`config.mk`:
```
export PLATFORM = sky130hd
export DESIGN_NAME = rrc_front
export DESIGN_NICKNAME = d
export VERILOG_FILES = /design/src/sv/rrc_pkg.sv /design/src/sv/rrc_front.sv
export SDC_FILE = /design/constraint.sdc
export NUM_CORES = 1
export LEC_CHECK = 0
export BUFFER_PORTS_ARGS = -buffer_cell sky130_fd_sc_hd__buf_2
export CAP_MARGIN = 5
export CORE_UTILIZATION = 40
export CTS_CLUSTER_SIZE = 20
export DETAILED_ROUTE_END_ITERATION = 8
export GPL_ROUTABILITY_DRIVEN = 0
export HOLD_SLACK_MARGIN = 0.06
export MAX_ROUTING_LAYER = met4
export PLACE_DENSITY_LB_ADDON = 0.05
export SYNTH_ARGS = -nofsm -noshare
export SYNTH_HDL_FRONTEND = slang
export SYNTH_SLANG_ARGS = --single-unit
export TNS_END_PERCENT = 5
```
`constraint.sdc`:
```
create_clock -name clk -period 6.2 [get_ports clk]
set_clock_uncertainty 0.15 [all_clocks]
set_input_delay 0.93 -clock clk [delete_from_list [all_inputs] [get_ports clk]]
set_output_delay 0.93 -clock clk [all_outputs]
set_load 0.005 [all_outputs]
```
`src/sv/rrc_pkg.sv`:
```
// Shared types, constants and the CRC step for the read-holding response checker.
`timescale 1ns / 1ps
package rrc_pkg;

	localparam int unsigned QUEUE_DEPTH = 4;

	localparam logic [7:0]  FUNC_READ_HOLDING = 8'h03;
	localparam logic [7:0]  FUNC_EXC_BIT      = 8'h80;
	localparam logic [15:0] CRC_INIT          = 16'hFFFF;
	localparam logic [15:0] CRC_POLY          = 16'hA001;
	localparam logic [7:0]  SLAVE_RESET       = 8'h01;
	localparam logic [8:0]  POS_MAX           = 9'd511;
	localparam logic [8:0]  HDR_LEN           = 9'd3;
	localparam logic [8:0]  MIN_LEN           = 9'd5;

	typedef enum logic [2:0] {
		ST_OK      = 3'd0,
		ST_SHORT   = 3'd1,
		ST_EXC     = 3'd2,
		ST_UNEXP   = 3'd3,
		ST_CRC_ERR = 3'd4
	} status_t;

	typedef enum logic {
		KIND_DATA   = 1'b0,
		KIND_STATUS = 1'b1
	} kind_t;

	// one queue entry: what one received byte produced
	typedef struct packed {
		logic       has_data;
		logic [7:0] data_byte;
		logic       has_status;
		status_t    status;
		logic [7:0] frame_count;
	} rrc_entry_t;

	// one output word
	typedef struct packed {
		kind_t      kind;
		logic [7:0] data_byte;
		status_t    status;
		logic [7:0] frame_count;
		logic       last;
	} rrc_word_t;

	function automatic logic [15:0] crc_byte(input logic [15:0] crc_in, input logic [7:0] b);
		logic [15:0] c;
		c = crc_in ^ {8'h00, b};
		for (int k = 0; k < 8; k++) begin
			if (c[0]) begin
				c = (c >> 1) ^ CRC_POLY;
			end else begin
				c = c >> 1;
			end
		end
		return c;
	endfunction

endpackage

```
`src/sv/rrc_front.sv`:
```
// Front end: takes received bytes, tracks frame fields and CRC, classifies each byte.
`timescale 1ns / 1ps
module rrc_front import rrc_pkg::*; (
	input  logic       clk,
	input  logic       arst_n,
	input  logic       in_valid,
	output logic       in_ready,
	input  logic [7:0] rx_byte,
	input  logic       end_of_frame,
	input  logic       cfg_valid,
	input  logic [7:0] cfg_data,
	input  logic       q_full,
	output logic       q_push,
	output rrc_entry_t q_entry
);

	logic [7:0]  exp_slave_q;
	logic [8:0]  pos_q;
	logic [7:0]  slave_q;
	logic [7:0]  func_q;
	logic [7:0]  count_q;
	logic [15:0] crc_q;
	logic [15:0] rep_crc_q;

	logic [8:0]  pos_d;
	logic [7:0]  slave_d;
	logic [7:0]  func_d;
	logic [7:0]  count_d;
	logic [15:0] crc_d;
	logic [15:0] rep_crc_d;
	logic [8:0]  total;
	logic [8:0]  total_d;
	logic [15:0] crc_step;
	logic        is_data;
	status_t     st;
	logic        accept;

	assign in_ready = !q_full;
	assign accept   = in_valid && in_ready;
	assign crc_step = crc_byte(crc_q, rx_byte);

	always_comb begin
		total     = MIN_LEN + {1'b0, count_q};
		slave_d   = slave_q;
		func_d    = func_q;
		count_d   = count_q;
		crc_d     = crc_q;
		rep_crc_d = rep_crc_q;
		is_data   = 1'b0;
		if (pos_q < HDR_LEN) begin
			if (pos_q == 9'd0) begin
				slave_d = rx_byte;
			end else if (pos_q == 9'd1) begin
				func_d = rx_byte;
			end else begin
				count_d = rx_byte;
			end
			crc_d = crc_step;
		end else if (pos_q < total - 9'd2) begin
			crc_d   = crc_step;
			is_data = 1'b1;
		end else if (pos_q == total - 9'd2) begin
			rep_crc_d = {rep_crc_q[15:8], rx_byte};
		end else if (pos_q == total - 9'd1) begin
			rep_crc_d = {rx_byte, rep_crc_q[7:0]};
		end
		pos_d = (pos_q < POS_MAX) ? pos_q + 9'd1 : pos_q;

		// frame verdict on the state after this byte
		total_d = MIN_LEN + {1'b0, count_d};
		if (pos_d < MIN_LEN) begin
			st = ST_SHORT;
		end else if ((func_d & FUNC_EXC_BIT) != 8'h00) begin
			st = ST_EXC;
		end else if (func_d != FUNC_READ_HOLDING || slave_d != exp_slave_q) begin
			st = ST_UNEXP;
		end else if (pos_d < total_d) begin
			st = ST_SHORT;
		end else if (rep_crc_d != crc_d) begin
			st = ST_CRC_ERR;
		end else begin
			st = ST_OK;
		end

		q_entry.has_data    = is_data;
		q_entry.data_byte   = rx_byte;
		q_entry.has_status  = end_of_frame;
		q_entry.status      = st;
		q_entry.frame_count = count_d;
		q_push              = accept && (is_data || end_of_frame);
	end

	always_ff @(posedge clk or negedge arst_n) begin
		if (!arst_n) begin
			exp_slave_q <= SLAVE_RESET;
		end else if (cfg_valid) begin
			exp_slave_q <= cfg_data;
		end
	end

	always_ff @(posedge clk or negedge arst_n) begin
		if (!arst_n) begin
			pos_q     <= '0;
			slave_q   <= '0;
			func_q    <= '0;
			count_q   <= '0;
			crc_q     <= CRC_INIT;
			rep_crc_q <= '0;
		end else if (accept) begin
			if (end_of_frame) begin
				pos_q     <= '0;
				slave_q   <= '0;
				func_q    <= '0;
				count_q   <= '0;
				crc_q     <= CRC_INIT;
				rep_crc_q <= '0;
			end else begin
				pos_q     <= pos_d;
				slave_q   <= slave_d;
				func_q    <= func_d;
				count_q   <= count_d;
				crc_q     <= crc_d;
				rep_crc_q <= rep_crc_d;
			end
		end
	end

endmodule

```
==> summary.md <==
| Metric | Value |
|---|---|
| First-pass GRT wire length | 25200 um |
| DR iter-0 viols | 344 |
| Synth area leaders | dfrtp_1 25%, xnor2_1 8.5%, dfstp_2 7.9%, mux2i_1 7.0%, ha_1 5.3% |
| Largest net degree at the start of global routing | 74 |
| Post-Route WL | 15700 um |
| Layout cells sized above 1 | 16.9% |
| Clk slew on worst S/H paths | 0.06 ns |
| CTS sink cnt | 73 |
| Leakage power | 0.00278 uW |
| Startpoint Class | flop |
| Drt drc | 0 |
| Clock period minus worst slack | 5.89 ns |
| Max-slew violation count | 0 |
| Synth Warn # | 0 |
| Initial antenna violation count | 0 |
| H-tree depth | 3 |
| Global-route usage over all layers | 23.4% |
| CP Data Arrival Time | 4.81 ns |
| Max Cap Viol | 0 |
| CTS Hold Bufs | 0 |
| # rows | 43 |
| Fin. Hold Viols | 0 |
| Die Span Y | 121 um |
| Die Span X | 121 um |
| Area Overhead vs Synth | 10.8% |
| Final net count | 692 |
| Final Instance Area | 6300 sq um |
| Clk_lat worst skew | 0.34 ns |
| Placed Area | 5980 sq um |
| Clock Root Buffer | clkbuf_16 |
| Drt first pass iters | 7 |
| Die ar. | 14700 sq um |
| Worst hold path type | reg -> reg |
| Ys async rst share | 100% |
| Share of the yosys chip area belonging to registers | 32.5% |
| Crit path kind | reg -> out |
| Vias in the first global route | 4582 |
| Relative slew margins | 34.1% |
| Clock buffer depth | 2 |
| CTS tree | yes |
| Number of enable flip-flop cells after synthesis | 0 |
| Placed wire-length estimate | 11300 um |
| Leading cell type in the layout, fill and taps excluded | nand2_1 |
| Status | finished clean |
| Max FO, Critical Path | 19 |
| CP Capture Type | primary output |
| Synth area leader | dfrtp_1 |
| Post-Syn Instances | 633 |
| Mean number of vias per cell | 5.63 |
| Power Density | 358 nW/um^2 |
| Synth Flop Type | dfrtp_1 |
| Mean Syn Cell Area | 8.99 sq um |
| Setup violations, final | 0 |
| # diodes | 0 |
| Gr ovfl total | 0 |
| Net count after synthesis | 679 |
| FMAX | 170 MHz |
| Port buffer count | 44 |
| Period utilization | 95.0% |
| Antenna Violating Nets Remaining | 0 |
| IO Pins | 45 |
| Synthesized area | 5690 sq um |
| Synth cell types | 59 |
| FF+latch count, synth | 73 |
| Worst slew pin tran | 0.989 ns |
| Core Area | 13900 sq um |
| Synth top area share | 24.6% |
| Setup TNS | 0 ns |
| Via count | 4679 |
| CP Data Required Time | 5.12 ns |
| Max IR drop VDD | 0.211 mV |
| CTS Buf Count | 9 |
| Routed len/inst | 18.9 um |
| Starting Density | 41.0% |
| Most frequent cells in the layout | 57 x nand2_1, 56 x dfrtp_1, 55 x xnor2_1, 50 x o21ai_0, 43 x buf_2 |
| Unrepaired setup endpoints after global routing | no |
-- through the flow --
step / hold slack (ns) / utilization, % / worst slack, ns / power (uW) / cells
global route: 0.369 / 45.4 / 0.0222 / 2410 / 831
finish: 0.345 / 45.4 / 0.310 / 2260 / 831
global placement: 0.330 / 43.1 / 0.533 / 1700 / 815
detailed placement: 0.339 / 43.1 / 0.561 / 1700 / 815
CTS: 0.352 / 45.4 / 0.161 / 2280 / 831
floorplan: 0.309 / - / 0.749 / 1450 / 633
-- power by group --
| part | switching [uW] | total (uW) | leakage [uW] | internal, uW |
|---|---|---|---|---|
| Sequential | 111 | 704 | 0.000885 | 593 |
| Combinational | 543 | 991 | 0.00174 | 447 |
| Clock | 214 | 562 | 0.000155 | 349 |
| Total | 868 | 2260 | 0.00278 | 1390 |
-- synth_stat cells, types with 3 or more instances --
| library cell | n |
|---|---|
| nor4_1 | 8 |
| and2_1 | 5 |
| and3_1 | 3 |
| nand2_1 | 57 |
| nor2_1 | 29 |
| a21o_1 | 7 |
| nand2b_1 | 4 |
| clkbuf_1 | 38 |
| xor2_1 | 28 |
| inv_1 | 20 |
| o22a_1 | 20 |
| mux2_2 | 9 |
| ha_1 | 24 |
| dfrtp_1 | 56 |
| buf_4 | 12 |
| mux2i_1 | 40 |
| a22o_1 | 17 |
| nor2b_1 | 13 |
| o31ai_1 | 5 |
| xnor2_1 | 55 |
| nand3_1 | 11 |
| a31oi_1 | 6 |
| a21oi_1 | 28 |
| a22oi_1 | 9 |
| o21ai_0 | 50 |
| dfstp_2 | 17 |
| buf_2 | 4 |
| nor3_1 | 7 |
| nand4_1 | 9 |
| nor4bb_1 | 3 |
-- worst paths after layout --
| path | start | endpoint | slack [ns] | cells past startpoint |
|---|---|---|---|---|
| setup reg to reg | count_q[0] | rep_crc_q[11] | 1.95 | 16 |
| hold reg to reg | rep_crc_q[10] | rep_crc_q[10] | 0.35 | 2 |
| setup / recovery | count_q[0] | q_entry[10] | 0.31 | 18 |
| hold / removal | rep_crc_q[10] | rep_crc_q[10] | 0.35 | 2 |
| min in group asynchronous | arst_n | func_q[5] | 0.57 | 1 |
| max in group asynchronous | arst_n | rep_crc_q[0] | 4.65 | 1 |
-- registers in the layout (all words and copies together) (netlist names) --
| name | count |
|---|---|
| exp_slave_q | 8 |
| slave_q | 8 |
| pos_q | 9 |
| rep_crc_q | 16 |
| crc_q | 16 |
| count_q | 8 |
| func_q | 8 |
-- layer usage --
metal  GRT usage (%)  wire (um)  vias up
met5               -          0        -
met4            5.86        294        0
met3            4.75        664       20
met2            37.5       7490       99
met1            30.1       7270     2283
li1                -          -     2277
-- repair_timing --
item                                   4_1_cts  5_1_grt
buffers inserted                             0        0
resized for setup                            0        2
setup endpoints to repair                    0        1
endpoints found under the hold margin        0        0
-- critical path: stages, from the launching register on --
cell	delay, ns
dfrtp_1	0.51
ha_2	0.36
xor2_1	0.27
nand3_1	0.20
mux2i_1	0.16
nor3b_1	0.21
nor2_1	0.08
ha_1	0.31
a21oi_1	0.08
a21oi_1	0.24
o31ai_4	0.12
nand4b_1	0.27
a311oi_4	0.34
buf_6	0.25
mux2i_1	0.28
xnor2_1	0.15
nand4_1	0.10
o41a_1	0.40
buf_2	0.13
-- final cells by class --
cell class              instances  area [sq um]
clock buffers                  13           272
well taps                     180           225
fillers                      1344          7580
multi-input cells             484          3510
clock inverters                 3          45.0
inverters                      20          75.1
flip-flops and latches         73          1850
repair buffers                 58           332
-- logic make-up (layout without fill, tap and decap cells) --
logic type,count (synthesis),in the layout,synth area share [%]
buffers and inverters,76,94,6.16
adders and majority gates,25,25,5.46
AOI/OAI and AO/OA,162,162,19.4
muxes,49,49,8.82
xor gates and xnor gates,84,84,13.1
and+or+nand+nor,164,164,14.6
DFF,73,73,32.5
Note: power is estimated with default switching activity, not from simulation.
